<file path="src/design/mbrtu_pkg.sv">
package mbrtu_pkg;

    localparam int MAX_FRAME  = 256;
    localparam int CNT_W      = $clog2(MAX_FRAME + 1);
    localparam int HEADER_LEN = 6;
    localparam int LEN_W      = 9;
    localparam int GUARD_W    = 16;
    localparam int MINLEN_W   = 9;
    localparam int ADDR_W     = 3;

    localparam logic [15:0]         CRC_INIT     = 16'hFFFF;
    localparam logic [15:0]         CRC_POLY     = 16'hA001;
    localparam logic [GUARD_W-1:0]  GUARD_RESET  = 16'd10;
    localparam logic [MINLEN_W-1:0] MINLEN_RESET = 9'd4;
    localparam logic [MINLEN_W-1:0] MINLEN_FLOOR = 9'd2;
    localparam logic [GUARD_W-1:0]  GAP_MAX      = 16'hFFFF;

    typedef enum logic [0:0] {
        REG_GUARD_TICKS = 1'b0,
        REG_MIN_LENGTH  = 1'b1
    } reg_index_t;

    typedef enum logic {
        ACT_BYTE = 1'b0,
        ACT_TICK = 1'b1
    } action_t;

    typedef enum logic [1:0] {
        ST_GOOD     = 2'd0,
        ST_SHORT    = 2'd1,
        ST_CRC_ERR  = 2'd2,
        ST_OVERFLOW = 2'd3
    } frame_status_t;

    typedef struct packed {
        frame_status_t status;
        logic [LEN_W-1:0] length;
        logic [7:0]  slave_address;
        logic [7:0]  function_code;
        logic [15:0] data_address;
        logic [15:0] item_count;
    } result_t;

    function automatic logic [15:0] crc16_byte(input logic [15:0] crc_in,
                                               input logic [7:0] data);
        logic [15:0] crc;
        crc = crc_in ^ {8'h00, data};
        for (int i = 0; i < 8; i++) begin
            if (crc[0]) begin
                crc = (crc >> 1) ^ CRC_POLY;
            end else begin
                crc = crc >> 1;
            end
        end
        return crc;
    endfunction

endpackage

</file>
<file path="src/design/modbus_rtu_frame_receiver.sv">
// Modbus RTU frame receiver with CRC-16/MODBUS check.
// The request channel (s_valid, s_ready, s_action, s_data_byte) carries either
// one received byte or one timer tick. Bytes are collected into a frame while a
// running CRC is updated in the same cycle. When guard_ticks silent ticks follow
// the last byte, the frame closes and one result is sent on the m_ channel with
// its status, length and the header fields from the first six bytes.
// A new request may be accepted in every cycle while s_ready is high; the CRC
// byte update over the running CRC register is combinational. A closing tick
// registers its result in the result register, or in the skid register while
// the result register holds a result that the receiver has not yet taken.
// A result register and a skid register sit on the output side, so requests
// keep flowing while one result waits. Only when both hold results does
// s_ready drop, until the receiver takes one.
// The APB port holds guard_ticks at address 0 and min_length at address 4;
// pready is always high. Reset restores the register defaults (10 and 4),
// clears the frame state and empties the output registers.
module modbus_rtu_frame_receiver (
    input  logic                          aclk,
    input  logic                          aresetn,
    input  logic                          s_valid,
    output logic                          s_ready,
    input  logic                          s_action,
    input  logic [7:0]                    s_data_byte,
    output logic                          m_valid,
    input  logic                          m_ready,
    output logic [1:0]                    m_frame_status,
    output logic [mbrtu_pkg::LEN_W-1:0]   m_frame_length,
    output logic [7:0]                    m_slave_address,
    output logic [7:0]                    m_function_code,
    output logic [15:0]                   m_data_address,
    output logic [15:0]                   m_item_count,
    input  logic                          psel,
    input  logic                          penable,
    input  logic                          pwrite,
    input  logic [mbrtu_pkg::ADDR_W-1:0]  paddr,
    input  logic [31:0]                   pwdata,
    output logic [31:0]                   prdata,
    output logic                          pready
);
    import mbrtu_pkg::*;

    logic [GUARD_W-1:0]  guard_reg;
    logic [MINLEN_W-1:0] minlen_reg;

    logic [CNT_W-1:0]    count_reg, count_next;
    logic [15:0]         crc_reg, crc_next;
    logic [GUARD_W-1:0]  gap_reg, gap_next;
    logic                ovf_reg, ovf_next;
    logic [7:0]          hdr_reg [HEADER_LEN];
    logic [7:0]          hdr_next [HEADER_LEN];

    result_t             out_reg, out_next;
    logic                out_valid_reg, out_valid_next;
    result_t             skid_reg, skid_next;
    logic                skid_valid_reg, skid_valid_next;

    logic                s_accept;
    logic                cfg_write;
    reg_index_t          cfg_index;
    logic                emit;
    result_t             result;
    logic [GUARD_W-1:0]  gap_inc;
    logic [MINLEN_W-1:0] minlen_eff;
    frame_status_t       status;

    assign s_ready   = !skid_valid_reg;
    assign s_accept  = s_valid && s_ready;
    assign pready    = 1'b1;
    assign cfg_write = psel && penable && pwrite && pready;
    assign cfg_index = reg_index_t'(paddr[2]);

    always_comb begin
        case (cfg_index)
            REG_GUARD_TICKS: prdata = {16'h0000, guard_reg};
            REG_MIN_LENGTH:  prdata = {23'h000000, minlen_reg};
            default:         prdata = 32'h0000_0000;
        endcase
    end

    always_ff @(posedge aclk) begin
        if (!aresetn) begin
            guard_reg  <= GUARD_RESET;
            minlen_reg <= MINLEN_RESET;
        end else if (cfg_write) begin
            case (cfg_index)
                REG_GUARD_TICKS: guard_reg  <= pwdata[GUARD_W-1:0];
                REG_MIN_LENGTH:  minlen_reg <= pwdata[MINLEN_W-1:0];
                default: ;
            endcase
        end
    end

    assign gap_inc    = (gap_reg == GAP_MAX) ? gap_reg : gap_reg + 16'd1;
    assign minlen_eff = (minlen_reg < MINLEN_FLOOR) ? MINLEN_FLOOR : minlen_reg;

    always_comb begin
        if (ovf_reg) begin
            status = ST_OVERFLOW;
        end else if (32'(count_reg) < 32'(minlen_eff)) begin
            status = ST_SHORT;
        end else if (crc_reg != 16'h0000) begin
            status = ST_CRC_ERR;
        end else begin
            status = ST_GOOD;
        end
        result.status        = status;
        result.length        = LEN_W'(count_reg);
        result.slave_address = hdr_reg[0];
        result.function_code = hdr_reg[1];
        result.data_address  = {hdr_reg[2], hdr_reg[3]};
        result.item_count    = {hdr_reg[4], hdr_reg[5]};
    end

    always_comb begin
        count_next = count_reg;
        crc_next   = crc_reg;
        gap_next   = gap_reg;
        ovf_next   = ovf_reg;
        hdr_next   = hdr_reg;
        emit       = 1'b0;
        if (s_accept) begin
            case (action_t'(s_action))
                ACT_BYTE: begin
                    if (32'(count_reg) < MAX_FRAME) begin
                        if (32'(count_reg) < HEADER_LEN) begin
                            hdr_next[count_reg[2:0]] = s_data_byte;
                        end
                        crc_next   = crc16_byte(crc_reg, s_data_byte);
                        count_next = count_reg + CNT_W'(1);
                    end else begin
                        ovf_next = 1'b1;
                    end
                    gap_next = '0;
                end
                ACT_TICK: begin
                    if (count_reg != '0 || ovf_reg) begin
                        if (gap_inc < guard_reg) begin
                            gap_next = gap_inc;
                        end else begin
                            emit       = 1'b1;
                            count_next = '0;
                            crc_next   = CRC_INIT;
                            gap_next   = '0;
                            ovf_next   = 1'b0;
                            for (int i = 0; i < HEADER_LEN; i++) begin
                                hdr_next[i] = 8'h00;
                            end
                        end
                    end
                end
                default: ;
            endcase
        end
    end

    always_comb begin
        out_next        = out_reg;
        out_valid_next  = out_valid_reg;
        skid_next       = skid_reg;
        skid_valid_next = skid_valid_reg;
        if (!out_valid_reg || m_ready) begin
            if (skid_valid_reg) begin
                out_next        = skid_reg;
                out_valid_next  = 1'b1;
                skid_next       = result;
                skid_valid_next = emit;
            end else begin
                out_next       = result;
                out_valid_next = emit;
            end
        end else if (emit) begin
            skid_next       = result;
            skid_valid_next = 1'b1;
        end
    end

    always_ff @(posedge aclk) begin
        if (!aresetn) begin
            count_reg      <= '0;
            crc_reg        <= CRC_INIT;
            gap_reg        <= '0;
            ovf_reg        <= 1'b0;
            for (int i = 0; i < HEADER_LEN; i++) begin
                hdr_reg[i] <= 8'h00;
            end
            out_valid_reg  <= 1'b0;
            skid_valid_reg <= 1'b0;
        end else begin
            count_reg      <= count_next;
            crc_reg        <= crc_next;
            gap_reg        <= gap_next;
            ovf_reg        <= ovf_next;
            hdr_reg        <= hdr_next;
            out_valid_reg  <= out_valid_next;
            skid_valid_reg <= skid_valid_next;
        end
    end

    always_ff @(posedge aclk) begin
        out_reg  <= out_next;
        skid_reg <= skid_next;
    end

    assign m_valid         = out_valid_reg;
    assign m_frame_status  = out_reg.status;
    assign m_frame_length  = out_reg.length;
    assign m_slave_address = out_reg.slave_address;
    assign m_function_code = out_reg.function_code;
    assign m_data_address  = out_reg.data_address;
    assign m_item_count    = out_reg.item_count;

endmodule
</file>
<file path="config.mk">
export PLATFORM = sky130hd
export DESIGN_NAME = modbus_rtu_frame_receiver
export DESIGN_NICKNAME = d
export VERILOG_FILES = /design/src/design/mbrtu_pkg.sv /design/src/design/modbus_rtu_frame_receiver.sv
export SDC_FILE = /design/constraint.sdc
export NUM_CORES = 1
export LEC_CHECK = 0
export CAP_MARGIN = 20
export CORE_ASPECT_RATIO = 0.7
export CORE_MARGIN = 5
export CORE_UTILIZATION = 35
export DETAILED_ROUTE_END_ITERATION = 10
export DONT_BUFFER_PORTS = 1
export PLACE_DENSITY_LB_ADDON = 0.25
export REMOVE_ABC_BUFFERS = 1
export SETUP_SLACK_MARGIN = 0.02
export SYNTH_ARGS = -nofsm -noshare
export SYNTH_HDL_FRONTEND = slang
export SYNTH_SLANG_ARGS = --single-unit
</file>
<file path="constraint.sdc">
create_clock -name aclk -period 10.5 [get_ports aclk]
set_input_delay 1.05 -clock aclk [delete_from_list [all_inputs] [get_ports aclk]]
set_output_delay 1.05 -clock aclk [all_outputs]
set_load 0.01 [all_outputs]
</file>
; After elaboration in Yosys (flattened, before gate mapping)
; Index checks and enable logic that the tools add are counted.
[word_totals]
elab_cells = 142
reg_bits = 235
output_inout_bits = 94
in_bits = 51
[classes]
bitwise_logic = 12
n_lt_le_gt_ge = 7
n_mux = 70
add_sub_neg = 2
eq_ne = 7
reduce_logical = 18
[op_table]
columns = cell, count
row1 = $mux 16, 35
row2 = $mux 59, 4
row3 = $mux 48, 4
row4 = $pmux 48 s2, 1
row5 = $pmux 16 s2, 2
row6 = $pmux 32 s2, 1
row7 = $bwmux 48, 1
row8 = $mux 9, 4
row9 = $demux 8 s3, 1
row10 = $not 2->3, 8
row11 = $pmux 9 s2, 1
row12 = $add 16x1->16 const B, 1
row13 = $eq 16x16->1 const B, 1
row14 = $lt 16x16->1, 1
row15 = $reduce_bool 16->1, 1
row16 = $xor 16x8->16, 1
row17 = $mux 1, 11
row18 = $ne 2x2->1 const B, 5
row19 = $add 9x1->9 const B, 1
row20 = $lt 9x2->1 const B, 1
row21 = $lt 9x3->1 const B, 1
row22 = $lt 9x9->1, 1
row23 = $lt 9x9->1 const B, 1
row24 = $reduce_bool 9->1, 1
row25 = 15 further kinds, 27

; Logic depth before layout (Yosys ltp)
; Gate-level depths: netlist of run 1.
[depth]
ltp_word = 40
depth_mapped = 17
depth_no_buf = 15

; Worst setup path before layout of run 1
; Ideal clock, no wire load.
[synth_timing]
path_kind = reg2reg
startpoint = register gap_reg[0]
endpoint = register skid_reg[0] (netlist bit), enable pin
n_path_buf = 0
setup_ns = 0.557
arrival_ns = 7.024
t_required_ns = 9.943
slack_ns = 2.918
period_less_slack_ns = 7.582
path_stages_with_launch = 15
cell_sequence = dfxtp_1 -> ha_1 -> nand4_1 -> nor2_1 -> nand4b_1 -> nor2_1 -> nand3_1 -> xnor2_1 -> ha_1 -> nand4_1 -> nor3_1 -> nand2_1 -> a21oi_2 -> o21ai_0 -> o21ai_0
[synth_via]
elab_chain_cells = 9
elab_cells_between_ends = 10
classes_between = 1 x add/sub / 1 x order compare / 1 x eq/ne / 5 x mux / 2 x reduce/logical
[synth_lines]
columns = element, line_no
row1 = "start, declared", modbus_rtu_frame_receiver.sv:47  ; logic [GUARD_W-1:0] gap_reg, gap_next;
row2 = "start signal, assigned", modbus_rtu_frame_receiver.sv:191  ; gap_reg <= gap_next;
row3 = $add 16x1->16 or $eq 16x16->1 (tied branches), modbus_rtu_frame_receiver.sv:93  ; assign gap_inc = (gap_reg == GAP_MAX) ? gap_reg : gap_reg + 16'd1;
row4 = $mux 16 (*), modbus_rtu_frame_receiver.sv:93
row5 = $lt 16x16->1 (*), modbus_rtu_frame_receiver.sv:137  ; if (gap_inc < guard_reg) begin
row6 = $mux 1 (*), modbus_rtu_frame_receiver.sv:137
row7 = $mux 1 (*), modbus_rtu_frame_receiver.sv:136  ; if (count_reg != '0 || ovf_reg) begin
row8 = $mux 1 (*), modbus_rtu_frame_receiver.sv:122  ; case (action_t'(s_action))
row9 = $mux 1 (*), modbus_rtu_frame_receiver.sv:121  ; if (s_accept) begin
row10 = $reduce_bool 2->1 (no line) (*), --
row11 = $reduce_and 2->1 (no line) (*), --
row12 = "end signal, assigned", modbus_rtu_frame_receiver.sv:201  ; skid_reg <= skid_next;
row13 = "end, declared", modbus_rtu_frame_receiver.sv:54  ; result_t skid_reg, skid_next;
; Every way passes the cells marked *; elsewhere a longest branch is shown, timed or not.
; A chain may end at the register's enable or synchronous reset.

; Worst setup path after layout of run 1
[layout_timing]
startpoint = register gap_reg[0]
endpoint = register skid_reg[19] (netlist bit), enable pin
; Same word-level chain as after synthesis.

==> reports/metrics.csv, run 1 <==
stage;metric;value;unit
logic_synthesis;yosys-top-cells-count;sky130_fd_sc_hd__edfxtp_1 (118), sky130_fd_sc_hd__dfxtp_1 (117), sky130_fd_sc_hd__nand2_1 (103), sky130_fd_sc_hd__mux2_2 (57), sky130_fd_sc_hd__a21oi_1 (50);
logic_synthesis;synth_top_family_by_area;compound AO/OA/AOI/OAI gates;
run_status;outcome;finished, final reports clean;
timing;period_needed;5.089;ns
place;gp_congestion;0.8011;
clock_network;cts_max_path_buffers;3;
logic_synthesis;flop_and_latch_count_out_of_synthesis;235;
setup_path;critPathCaptureType;flip-flop;
setup_path;critPathKind;flip-flop to flip-flop;
routing;routed-via-count;6417;
setup_path;timing.reg2reg.worst_path_depth;15;
setup_path;worst_ep_required_time;10.65;ns
timing;finalWorstSetupSlack;5.411;ns
logic_synthesis;synth_top_area_share;0.3544;
floorplan;fp.dieArea;0.03210;sq mm
floorplan;ioPinCount;145;
logic_synthesis;yosys.cell_types.count;60;
setup_path;cp_slowest_cell;sky130_fd_sc_hd__buf_4;
logic_synthesis;fraction_of_the_mapped_netlist_area_in_adder_cells;0.03253;
final_layout;fin_nets;930;
logic_synthesis;synthXorXnorAreaFrac;0.03228;
final_layout;fillers;2662;
timing;final-hold-violation-count;0;
logic_synthesis;yosys-mux-area-fraction;0.06419;
clock_network;numCtsBuffers;25;
global_routing;grt_pass1_wl;36.65;mm
logic_synthesis;synth.largest_area_cell;sky130_fd_sc_hd__edfxtp_1;
place;placed_cell_area;0.01028;sq mm
global_routing;grt_max_degree;64;
logic_synthesis;postSynthCellCount;863;
global_routing;vias_in_the_first_global_route;6047;
routing;detailedRoute.firstPassIterationCount;5;
final_layout;final_design_area_no_fill;0.01115;sq mm
timing;setup-tns-final;0;ns
power_and_ir_drop;vdd.ir_drop.worst;98.18;uV
clock_network;clk_sinks;235;
logic_synthesis;synthSimpleGateAreaFrac;0.1107;
timing;fmaxAchievable;196.5;MHz
timing;tightest_slew;0.9762;ns
logic_synthesis;postSynth.topFlopCell;sky130_fd_sc_hd__edfxtp_1;
final_layout;final_layout_size_suffix_gt1_frac;0.1376;
timing;clock_skew;0.02105;ns
logic_synthesis;postSynth.asyncResetShare;0;
routing;wirelength_routed;23.83;mm
power_and_ir_drop;power.density;179.2;mW/mm^2
routing;remaining_drc_errors;0;
clock_network;post_cts.resized_instances;0;
clock_network;h-tree-depth;1;
place;io_buffer_count;0;
logic_synthesis;ys_seq_area_frac;0.5886;
routing;drtIter0Drc;356;
final_layout;area_delta_synth_final;11.47;%
floorplan;chipWidth;212.0;microns
floorplan;core;0.02801;sq mm
clock_network;clock_tree_from_tritoncts;done;
final_layout;insertedDiodeCount;0;
clock_network;cts_setup_buffers;0;
final_layout;multiInputGateArea;0.003760;sq mm
routing;routedWlPerCell;19.17;microns
clock_network;clock-root-buffer;sky130_fd_sc_hd__clkbuf_16;
global_routing;grt_util_all_layers;0.1460;
final_layout;largest_register_ff_count;59;
timing;worst_hold_slack;0.4545;ns
timing;slew-limit-headroom;0.3492;
logic_synthesis;synth_compound_gate_area_share;0.1280;
logic_synthesis;yosys-top-cells-area;sky130_fd_sc_hd__edfxtp_1 (35%), sky130_fd_sc_hd__dfxtp_1 (23%), sky130_fd_sc_hd__mux2_2 (6.4%);
place;detailedPlace.worstSlack;5.370;ns
setup_path;crit_chain;ha_1 > nand4_1 > nor2_1 > nand4b_1 > nor2_1 > nand3_1 > xnor2_1 > ha_1 > nand4_1 > nor3_1 > nand2_1 > a21oi_2 > o21ai_0 > o21ai_4 > buf_4;
routing;viasPerCell;5.163;
clock_network;clock_pin_transition_on_the_worst_setup_and_hold_timing_paths;0.06;ns
setup_path;cp.arrival;5.24;ns
floorplan;num_rows;51;
floorplan;starting_density;0.3570;
clock_network;number_of_hold_buffers_added_after_cts;0;
global_routing;initial_antenna_violation_count;0;
power_and_ir_drop;static-leakage-power;4.118;nW
setup_path;nature_of_the_critical_path_startpoint;flip-flop;
final_layout;register_area;0.005887;sq mm
logic_synthesis;synth_enable_flop_cells;118;
final_layout;final-instance-count-excl-fill;1243;
setup_path;critPathMaxFanout;47;
routing;antenna_violating_nets_post_route;0;
clock_network;clk-insertion-delay-late;0.53;ns
timing;rsz0062_at_grt;false;
logic_synthesis;synth_most_common_cell;sky130_fd_sc_hd__edfxtp_1;
floorplan;chipHeight;151.4;microns
timing;layout_worst_path_cycle_share;0.4847;
timing;timing_max_transition_violations_final;0;
global_routing;grt-ovfl-total;0;
logic_synthesis;ys.warnings.count;0;
worst_hold_path;whs_path_depth;2;
place;dp.cells;1196;
place;post-dp-hpwl;15.60;mm
flow_run;cap_violations;0;
logic_synthesis;mappedNetlistArea;0.01000;sq mm
timing;setup_viol;0;
logic_synthesis;syn_avg_cell_area;11.59;sq um
setup_path;critical-path-max-stage-delay;0.63;ns
worst_hold_path;hp-class;flip-flop to flip-flop;
placed cells by master (no fill, tap or decap), types with 3 or more instances in the layout:
cell type,n
sky130_fd_sc_hd__o22ai_1,14
sky130_fd_sc_hd__ha_1,26
sky130_fd_sc_hd__o211a_1,4
sky130_fd_sc_hd__clkbuf_1,4
sky130_fd_sc_hd__o21ai_0,26
sky130_fd_sc_hd__nor3_1,15
sky130_fd_sc_hd__nand2b_1,3
sky130_fd_sc_hd__conb_1,17
sky130_fd_sc_hd__a21o_1,4
sky130_fd_sc_hd__dfxtp_1,116
sky130_fd_sc_hd__nand2_1,103
sky130_fd_sc_hd__inv_1,29
sky130_fd_sc_hd__a22o_1,48
sky130_fd_sc_hd__or3_1,12
sky130_fd_sc_hd__a21oi_4,5
sky130_fd_sc_hd__and3_1,13
sky130_fd_sc_hd__o211ai_1,5
sky130_fd_sc_hd__a21oi_1,50
sky130_fd_sc_hd__xnor2_1,22
sky130_fd_sc_hd__xor2_1,13
sky130_fd_sc_hd__clkbuf_16,25
sky130_fd_sc_hd__o21a_1,3
sky130_fd_sc_hd__mux2_2,57
sky130_fd_sc_hd__nor2_1,40
sky130_fd_sc_hd__buf_4,5
sky130_fd_sc_hd__nand4_1,8
sky130_fd_sc_hd__nor4_1,6
sky130_fd_sc_hd__bufinv_16,4
sky130_fd_sc_hd__clkinv_1,5
sky130_fd_sc_hd__edfxtp_1,118
sky130_fd_sc_hd__a31oi_1,4
sky130_fd_sc_hd__nand3_1,19
worst max-delay path, delay by kind of cell (launching register included):
family | cells | cell delay, ns
buffers and inverters | 1 | 0.63
adder cells (fa/ha/maj) | 2 | 0.60
flip-flops | 1 | 0.45
AO/OA/AOI/OAI | 3 | 1.08
AND/OR/NAND/NOR | 8 | 1.70
XOR/XNOR | 1 | 0.19
per-stage QoR:
step	total power, mW	utilization
3_3_place_gp	1.097	0.3664
3_5_place_dp	1.098	0.3670
5_1_grt	2.072	0.3979
2_1_floorplan	1.075	-
4_1_cts	2.018	0.3977
6_report	1.997	0.3979
worst paths after layout:
| path | end | start | slack (ns) |
|---|---|---|---|
| hold reg to reg | guard_reg[2]$_SDFFE_PN0P_ | guard_reg[2]$_SDFFE_PN0P_ | 0.45 |
| setup / recovery | skid_reg[19]$_DFFE_PP_ | gap_reg[0]$_SDFFE_PN0P_ | 5.41 |
| hold / removal | guard_reg[2]$_SDFFE_PN0P_ | guard_reg[2]$_SDFFE_PN0P_ | 0.45 |
| setup reg to reg | skid_reg[19]$_DFFE_PP_ | gap_reg[0]$_SDFFE_PN0P_ | 5.41 |
per-layer routing:
layer / vias to the layer above / part of all wire / track usage
li1: 3100 / - / -
met1: 3147 / 0.51 / 0.2274
met2: 139 / 0.41 / 0.2050
met3: 31 / 0.053 / 0.03209
met4: 0 / 0.021 / 0.03379
met5: - / 0 / 0
area by class of cell:
class,count,share of cell area
clock inverter,15,0.01706
inverter,31,0.01044
multi-input combinational,552,0.3373
tap,371,0.04164
clock buffer,31,0.05994
sequential,235,0.5281
timing repair buffer,8,0.005500
power breakdown:
part | leakage (nW) | switching (mW) | internal, mW
logic | 1.60 | 0.0557 | 0.0381
registers | 2.10 | 0.0137 | 0.971
clock network | 0.417 | 0.366 | 0.553
total | 4.12 | 0.436 | 1.56
cells by family after synthesis:
kind of cell / Yosys count
AO/OA/AOI/OAI: 181
XOR/XNOR: 36
adder cells (fa/ha/maj): 26
buffers and inverters: 91
flip-flops: 235
multiplexers: 57
other: 2
AND/OR/NAND/NOR: 235
(Power assumes the default switching activity.)
==> run 2, diff against run 1 <==
Settings changed: ABC_AREA set to 1.
Clock period 10.5 ns to 4.9 ns, I/O delays scaled along.
==> run 2 against run 1 <==
  * Non-clock buffer count increased by 2
  * Hold slack got worse by 0.38 ns
  * Sequential cell count did not move
  * Via count rose by 14%
  * Highest routed layer is now met5
==> reports/metrics.csv, run 2 <==
stage;metric;value;unit;change
run_status;outcome;finished, final reports clean;;
setup_path;path_buf_inv;4;;+3
logic_synthesis;postSynthCellCount;1122;;+30%
worst_hold_path;hold_path_end;crc_reg[1]$_SDFFE_PN1P_;;
setup_path;timing.reg2reg.worst_path_depth;21;;+6
setup_path;critical-path-max-stage-delay;0.49;ns;-0.14 ns
timing;fmaxAchievable;233.5;MHz;+19%
floorplan;chipHeight;153.1;microns;+1.1%
timing;final-hold-violation-count;0;;unchanged
final_layout;area_delta_synth_final;11.08;%;
global_routing;vias_in_the_first_global_route;6905;;+14%
logic_synthesis;synth_most_common_cell;sky130_fd_sc_hd__nand2_1;;
logic_synthesis;yosys.cell_types.count;41;;-32%
logic_synthesis;syn_avg_cell_area;9.129;sq um;-21%
power_and_ir_drop;pwr-share-seq;0.496;;+0.003
final_layout;final_cell_mix;sky130_fd_sc_hd__nand2_1 (360), sky130_fd_sc_hd__edfxtp_1 (118), sky130_fd_sc_hd__dfxtp_1 (116);;
routing;detailedRoute.firstPassIterationCount;5;;unchanged
power_and_ir_drop;static-leakage-power;4.489;nW;+9.0%
floorplan;core;0.02889;sq mm;+3.1%
power_and_ir_drop;pwr-share-comb;0.053;;+0.006
final_layout;final_common_cell;sky130_fd_sc_hd__nand2_1;;
clock_network;cts_max_path_buffers;3;;unchanged
worst_hold_path;whs_path_depth;1;;-1
final_layout;largest_register_ff_count;59;;unchanged
flow_run;cap_violations;0;;unchanged
worst_hold_path;min-delay-start;aresetn;;
setup_path;worst-r2r-setup-slack;0.62;ns;-4.79 ns
clock_network;clk-insertion-delay-late;0.52;ns;about the same
logic_synthesis;synth_enable_flop_cells;118;;unchanged
final_layout;post_layout_util;0.3938;;-0.004078
setup_path;timing.rr.start;gap_reg[0]$_SDFFE_PN0P_;;
timing;timing_max_transition_violations_final;0;;unchanged
global_routing;grt_pass1_wl;40.88;mm;+12%
place;detailedPlace.worstSlack;0.6148;ns;-4.755 ns
place;gp_congestion;0.8441;;+5.4%
final_layout;fillers;2917;;+9.6%
logic_synthesis;yosys-top-cells-count;sky130_fd_sc_hd__nand2_1 (360), sky130_fd_sc_hd__edfxtp_1 (118), sky130_fd_sc_hd__dfxtp_1 (117), sky130_fd_sc_hd__a21oi_1 (112), sky130_fd_sc_hd__inv_1 (63);;
clock_network;clock_tree_from_tritoncts;done;;
routing;antenna_violating_nets_post_route;0;;unchanged
routing;drtIter0Drc;616;;+73%
floorplan;chipWidth;214.5;microns;+1.2%
setup_path;crit_chain;ha_1 > inv_1 > nor2_1 > nand2_1 > nor2_1 > nor3_1 > buf_4 > nand2_1 > nor2_1 > nand3_1 > xor2_1 > inv_1 > ha_1 > nand4_1 > a21oi_1 > a2111oi_4 > nand3_4 > nand2_4 > inv_2 > o21ai_0 > nand3_1;;
logic_synthesis;synth.largest_area_cell;sky130_fd_sc_hd__edfxtp_1;;
final_layout;fin_nets;1189;;+28%
worst_hold_path;hp-class;input port to flip-flop;;
logic_synthesis;postSynth.asyncResetShare;0;;unchanged
final_layout;insertedDiodeCount;0;;unchanged
timing;setup_viol;0;;unchanged
clock_network;numCtsBuffers;25;;unchanged
routing;wirelength_routed;25.89;mm;+8.7%
timing;period_needed;4.283;ns;-0.8061 ns
setup_path;cp_slowest_cell;sky130_fd_sc_hd__a2111oi_4;;
place;post-dp-hpwl;17.06;mm;+9.4%
setup_path;worst_ep_required_time;5.29;ns;-5.36 ns
logic_synthesis;ys_seq_area_frac;0.5746;;-0.01395
setup_path;cpMostUsedCell;sky130_fd_sc_hd__nor2_1;;
clock_network;post_cts.resized_instances;0;;unchanged
routing;remaining_drc_errors;0;;unchanged
final_layout;final_layout_size_suffix_gt1_frac;0.07795;;-0.05967
setup_path;r2r-end;crc_reg[3]$_SDFFE_PN1P_;;
setup_path;critPathTopFamily;simple AND/OR/NAND/NOR gates;;
timing;tightest_slew;1.017;ns;+0.04103 ns
clock_network;clock_pin_transition_on_the_worst_setup_and_hold_timing_paths;0.06;ns;about the same
routing;viasPerCell;4.863;;-5.8%
global_routing;initial_antenna_violation_count;0;;unchanged
place;dp.cells;1463;;+22%
logic_synthesis;postSynth.topFlopCell;sky130_fd_sc_hd__edfxtp_1;;
setup_path;critPathKind;flip-flop to flip-flop;;
logic_synthesis;mappedNetlistArea;0.01024;sq mm;+2.4%
setup_path;cp.arrival;4.67;ns;-0.57 ns
power_and_ir_drop;power_switching_share;0.2272;;+0.009098
global_routing;grt-ovfl-total;0;;unchanged
clock_network;clock-root-buffer;sky130_fd_sc_hd__clkbuf_16;;
floorplan;fp.dieArea;0.03284;sq mm;+2.3%
timing;rsz0062_at_grt;false;;
logic_synthesis;synth_top_area_share;0.3460;;-0.008398
timing;layout_worst_path_cycle_share;0.8740;;+0.3894
logic_synthesis;yosys-top-cells-area;sky130_fd_sc_hd__edfxtp_1 (35%), sky130_fd_sc_hd__dfxtp_1 (23%), sky130_fd_sc_hd__nand2_1 (13%);;
timing;clock_skew;0.01275;ns;-0.008295 ns
floorplan;num_rows;52;;+2.0%
timing;slew-limit-headroom;0.3166;;-0.03257
clock_network;number_of_hold_buffers_added_after_cts;0;;unchanged
clock_network;cts_setup_buffers;0;;unchanged
clock_network;h-tree-depth;1;;unchanged
power_and_ir_drop;overall_power;4.236;mW;+110%
routing;routed-via-count;7329;;+14%
place;io_buffer_count;0;;unchanged
logic_synthesis;ys.warnings.count;0;;unchanged
setup_path;critPathCaptureType;flip-flop;;
routing;routedWlPerCell;17.18;microns;-10%
timing;finalWorstSetupSlack;0.6172;ns;-4.794 ns
clock_network;clk_sinks;235;;unchanged
power_and_ir_drop;internal_power;3.273;mW;+110%
global_routing;grt_max_degree;68;;+6.3%
power_and_ir_drop;power.density;372.3;mW/mm^2;+110%
power_and_ir_drop;power.switching;0.9624;mW;+120%
power_and_ir_drop;clockPowerShare;0.451;;-0.009
final_layout;multiInputGateArea;0.003839;sq mm;+2.1%
final_layout;register_area;0.005887;sq mm;unchanged
floorplan;starting_density;0.3546;;-0.002405
global_routing;grt_util_all_layers;0.1528;;+0.006797
logic_synthesis;flop_and_latch_count_out_of_synthesis;235;;unchanged
setup_path;critPathMaxFanout;25;;-47%
setup_path;nature_of_the_critical_path_startpoint;flip-flop;;
floorplan;ioPinCount;145;;unchanged
final_layout;final-instance-count-excl-fill;1507;;+21%
power_and_ir_drop;vdd.ir_drop.worst;243.1;uV;+150%
==> run 2: changes by cell type after synthesis, sizes merged, moves of 16 or more <==
| cell | previous run | this run |
|---|---|---|
| nor2 | 40 | 56 |
| a22o | 48 | 0 |
| o21ai | 28 | 59 |
| nand3 | 19 | 39 |
| nand2 | 103 | 364 |
| mux2 | 57 | 1 |
| a21oi | 56 | 113 |
| inv | 30 | 71 |
==> run 2: power groups by stage <==
stage	registers, mW	clock network (mW)	logic, mW
final	2.10	1.91	0.225
after floorplan	2.14	0	0.171
after global routing	2.10	2.06	0.255
after global placement	2.14	0	0.221
after detailed placement	2.14	0	0.225
after CTS	2.10	1.97	0.226
==> run 2: kinds of logic (layout without fill, tap and decap cells) <==
family	Yosys count	in the layout	synth area share
other	2	17	0.0007332
buffers and inverters	134	126	0.05839
DFF	235	235	0.5746
adders and majority gates	26	26	0.03176
and+or+nand+nor	512	512	0.2137
AOI/OAI and AO/OA	184	184	0.09577
muxes	1	1	0.001099
xor gates and xnor gates	28	28	0.02394
==> run 2: metrics by stage <==
stage	setup TNS [ns]	hold slack [ns]	cell area, sq um
after floorplan	-80.81	0.4308	9971
after global placement	0	0.4402	10560
after detailed placement	0	0.4441	10560
after CTS	0	0.05247	11380
after global routing	0	0.05000	11380
final	0	0.06974	11380
==> run 2: metal layers <==
| layer | vias to the layer above | track usage | wire [microns] |
|---|---|---|---|
| met5 | - | 0.01159 | 31 |
| met4 | 2 | 0.03096 | 532 |
| met3 | 34 | 0.05753 | 2333 |
| met2 | 173 | 0.2151 | 10480 |
| met1 | 3423 | 0.2235 | 12520 |
| li1 | 3697 | - | - |
==> run 2: area by class of cell <==
| class | count | share of cell area |
|---|---|---|
| clock inverter | 15 | 0.01397 |
| clock buffer | 29 | 0.05818 |
| timing repair buffer | 10 | 0.007698 |
| inverter | 72 | 0.02375 |
| sequential | 235 | 0.5174 |
| tap | 378 | 0.04157 |
| multi-input combinational | 768 | 0.3374 |
==> run 2: worst max-delay path by stage <==
stage / start / end / slack, ns / cells past startpoint
6_report: gap_reg[0]$_SDFFE_PN0P_ / crc_reg[3]$_SDFFE_PN1P_ / 0.62 / 21
3_5_place_dp: gap_reg[0]$_SDFFE_PN0P_ / crc_reg[6]$_SDFFE_PN1P_ / 0.61 / 21
2_1_floorplan: skid_valid_reg$_SDFFE_PN0P_ / skid_reg[0]$_DFFE_PP_ / -1.37 / 5
4_1_cts: gap_reg[0]$_SDFFE_PN0P_ / crc_reg[6]$_SDFFE_PN1P_ / 0.60 / 21
5_1_grt: gap_reg[0]$_SDFFE_PN0P_ / crc_reg[5]$_SDFFE_PN1P_ / 0.13 / 21
3_3_place_gp: gap_reg[0]$_SDFFE_PN0P_ / crc_reg[6]$_SDFFE_PN1P_ / 0.66 / 21
==> run 2: worst register-to-register path, delay by kind of cell, from the launching register on <==
kind | cells | cell delay [ns]
fa+ha+maj | 2 | 0.56
buf+inv | 4 | 0.56
flops | 1 | 0.35
xor+xnor | 1 | 0.15
simple gates | 11 | 1.84
compound gates | 3 | 0.70
==> run 3, diff against run 2 <==
Settings changed: PLACE_DENSITY set to 0.54, PLACE_DENSITY_LB_ADDON 0.25 to not set.
==> run 3 against run 2 <==
  * Die area stayed put
  * Hold slack got worse by 0.016 ns
  * Final area grew 0.46%
  * Cell count rose by 0.33%
  * Sequential cell count unchanged
  * Sequential share of layout area is 0.24 points lower
  * Combinational power about the same
  * Critical path type unchanged
  * Largest power group unchanged
==> reports/metrics.csv, run 3 (synthesis results as in run 2) <==
stage;metric;value;unit;change
final_layout;post_layout_util;0.3957;;+0.001819
final_layout;area_delta_synth_final;11.59;%;
setup_path;cp.arrival;4.60;ns;-0.07 ns
setup_path;critPathKind;flip-flop to flip-flop;;
routing;remaining_drc_errors;0;;unchanged
routing;detailedRoute.firstPassIterationCount;4;;-1
routing;routed-via-count;7386;;+0.78%
routing;wirelength_routed;25.78;mm;-0.44%
final_layout;final_cell_mix;sky130_fd_sc_hd__nand2_1 (360), sky130_fd_sc_hd__edfxtp_1 (118), sky130_fd_sc_hd__dfxtp_1 (116);;
global_routing;grt_max_degree;68;;unchanged
routing;routedWlPerCell;17.05;microns;-0.77%
place;placed_cell_area;0.01056;sq mm;unchanged
setup_path;cpMostUsedCell;sky130_fd_sc_hd__nand2_1;;
power_and_ir_drop;vdd.ir_drop.worst;229.7;uV;-5.5%
global_routing;initial_antenna_violation_count;1;;+1
floorplan;num_rows;52;;unchanged
floorplan;chipWidth;214.5;microns;unchanged
timing;final-hold-violation-count;0;;unchanged
floorplan;starting_density;0.3546;;unchanged
clock_network;number_of_hold_buffers_added_after_cts;0;;unchanged
clock_network;clock_pin_transition_on_the_worst_setup_and_hold_timing_paths;0.06;ns;about the same
clock_network;clock_tree_from_tritoncts;done;;
routing;drtIter0Drc;541;;-12%
timing;setup_viol;0;;unchanged
setup_path;crit_chain;ha_1 > inv_1 > nor2_1 > nand2_1 > nor2_1 > nor3_1 > buf_4 > nand2_1 > nor2_1 > nand2_1 > a22oi_1 > ha_1 > nand2_1 > o21bai_1 > a21oi_1 > a2111oi_4 > nand3_4 > nand2_4 > inv_2 > o21ai_0 > nand3_1;;
flow_run;cap_violations;0;;unchanged
global_routing;vias_in_the_first_global_route;6858;;-0.68%
timing;rsz0062_at_grt;false;;
clock_network;clk_sinks;235;;unchanged
run_status;outcome;finished, final reports clean;;
final_layout;final_design_area_no_fill;0.01143;sq mm;+0.46%
clock_network;h-tree-depth;1;;unchanged
clock_network;numCtsBuffers;26;;+4.0%
clock_network;cts_max_path_buffers;3;;unchanged
timing;tightest_slew;1.028;ns;+0.01059 ns
place;gp_congestion;0.7915;;-6.2%
setup_path;cp_slowest_cell;sky130_fd_sc_hd__a2111oi_4;;
timing;clock_skew;0.009453;ns;-0.003301 ns
timing;finalWorstSetupSlack;0.7056;ns;+0.08838 ns
clock_network;post_cts.resized_instances;0;;unchanged
floorplan;chipHeight;153.1;microns;unchanged
global_routing;grt_util_all_layers;0.1526;;-0.0001753
place;post-dp-hpwl;16.89;mm;-0.96%
final_layout;final_common_cell;sky130_fd_sc_hd__nand2_1;;
power_and_ir_drop;power.density;373.5;mW/mm^2;+0.34%
setup_path;critPathCaptureType;flip-flop;;
setup_path;worst_ep_required_time;5.31;ns;+0.02 ns
setup_path;nature_of_the_critical_path_startpoint;flip-flop;;
final_layout;insertedDiodeCount;0;;unchanged
timing;timing_max_transition_violations_final;0;;unchanged
place;detailedPlace.worstSlack;0.6473;ns;+0.03250 ns
final_layout;largest_register_ff_count;59;;unchanged
timing;layout_worst_path_cycle_share;0.8560;;-0.01804
clock_network;cts_setup_buffers;0;;unchanged
floorplan;core;0.02889;sq mm;unchanged
timing;fmaxAchievable;238.4;MHz;+2.1%
global_routing;grt_pass1_wl;40.64;mm;-0.59%
routing;viasPerCell;4.885;;+0.44%
timing;worst_hold_slack;0.05332;ns;-0.01642 ns
final_layout;fin_nets;1191;;+0.17%
timing;period_needed;4.194;ns;-0.08838 ns
timing;slew-limit-headroom;0.3095;;-0.007116
place;io_buffer_count;0;;unchanged
clock_network;clock-root-buffer;sky130_fd_sc_hd__clkbuf_16;;
setup_path;critPathMaxFanout;17;;-32%
floorplan;ioPinCount;145;;unchanged
floorplan;fp.dieArea;0.03284;sq mm;unchanged
global_routing;grt-ovfl-total;0;;unchanged
routing;antenna_violating_nets_post_route;0;;unchanged
final_layout;final_layout_size_suffix_gt1_frac;0.08377;;+0.005829
worst_hold_path;hp-class;input port to flip-flop;;
clock_network;clk-insertion-delay-late;0.53;ns;about the same
setup_path;critical-path-max-stage-delay;0.52;ns;+0.03 ns
power_and_ir_drop;static-leakage-power;4.526;nW;+0.83%
timing;setup-tns-final;0;ns;unchanged
-- run 3: cell types whose count changed in the layout (fill, tap and decap cells not counted) --
cell / before / now
sky130_fd_sc_hd__clkinv_2: 4 / 8
sky130_fd_sc_hd__clkbuf_16: 26 / 29
sky130_fd_sc_hd__bufinv_16: 3 / 1
sky130_fd_sc_hd__clkbuf_1: 3 / 1
sky130_fd_sc_hd__clkbuf_4: 0 / 1
sky130_fd_sc_hd__clkbuf_8: 0 / 1
sky130_fd_sc_hd__clkinv_4: 1 / 2
sky130_fd_sc_hd__clkinvlp_4: 3 / 2
sky130_fd_sc_hd__inv_4: 1 / 0
sky130_fd_sc_hd__inv_6: 0 / 1
-- run 3: routing by layer --
| metal | up-vias | wire (microns) | GRT usage |
|---|---|---|---|
| met1 | 3465 | 12900 | 0.2309 |
| met4 | 2 | 409 | 0.02790 |
| met3 | 28 | 2020 | 0.04982 |
| li1 | 3718 | - | - |
| met5 | - | 13 | 0 |
| met2 | 173 | 10440 | 0.2141 |
-- run 3: final cells by class --
class / instances / area [sq um]
fill: 2885 / 17460
sequential: 235 / 5887
multi-input combinational: 768 / 3839
clock buffer: 31 / 743.2
tap: 378 / 473.0
inverter: 72 / 270.3
clock inverter: 17 / 122.6
timing repair buffer: 11 / 95.09
-- run 3: per-stage QoR --
| step | power [mW] | std cells |
|---|---|---|
| 4_1_cts | 4.329 | 1511 |
| 5_1_grt | 4.446 | 1512 |
| 3_3_place_gp | 2.368 | 1463 |
| 3_5_place_dp | 2.370 | 1463 |
| 6_report | 4.270 | 1512 |
| 2_1_floorplan | 2.309 | 1075 |
-- run 3: worst paths after layout --
| path | slack, ns | depth (start not counted) | startpoint | end |
|---|---|---|---|---|
| worst max-delay path | 0.71 | 21 | gap_reg[0]$_SDFFE_PN0P_ | crc_reg[3]$_SDFFE_PN1P_ |
| worst min register to register | 0.46 | 0 | hdr_reg[22]$_SDFFE_PN0P_ | skid_reg[22]$_DFFE_PP_ |
| worst min-delay path | 0.05 | 1 | aresetn | crc_reg[10]$_SDFFE_PN1P_ |
| worst max register to register | 0.71 | 21 | gap_reg[0]$_SDFFE_PN0P_ | crc_reg[3]$_SDFFE_PN1P_ |
-- run 3: critical path, delay by kind of cell, from the launching register on --
family / cells / cell delay (ns)
flip-flops: 1 / 0.35
adder cells (fa/ha/maj): 2 / 0.52
buffers and inverters: 3 / 0.43
AND/OR/NAND/NOR: 11 / 1.63
AO/OA/AOI/OAI: 5 / 1.14
-- run 3: power breakdown --
group          switching, mW  internal (mW)
clock network          0.803           1.14
logic                  0.155         0.0715
registers             0.0243           2.08
total                  0.982           3.29
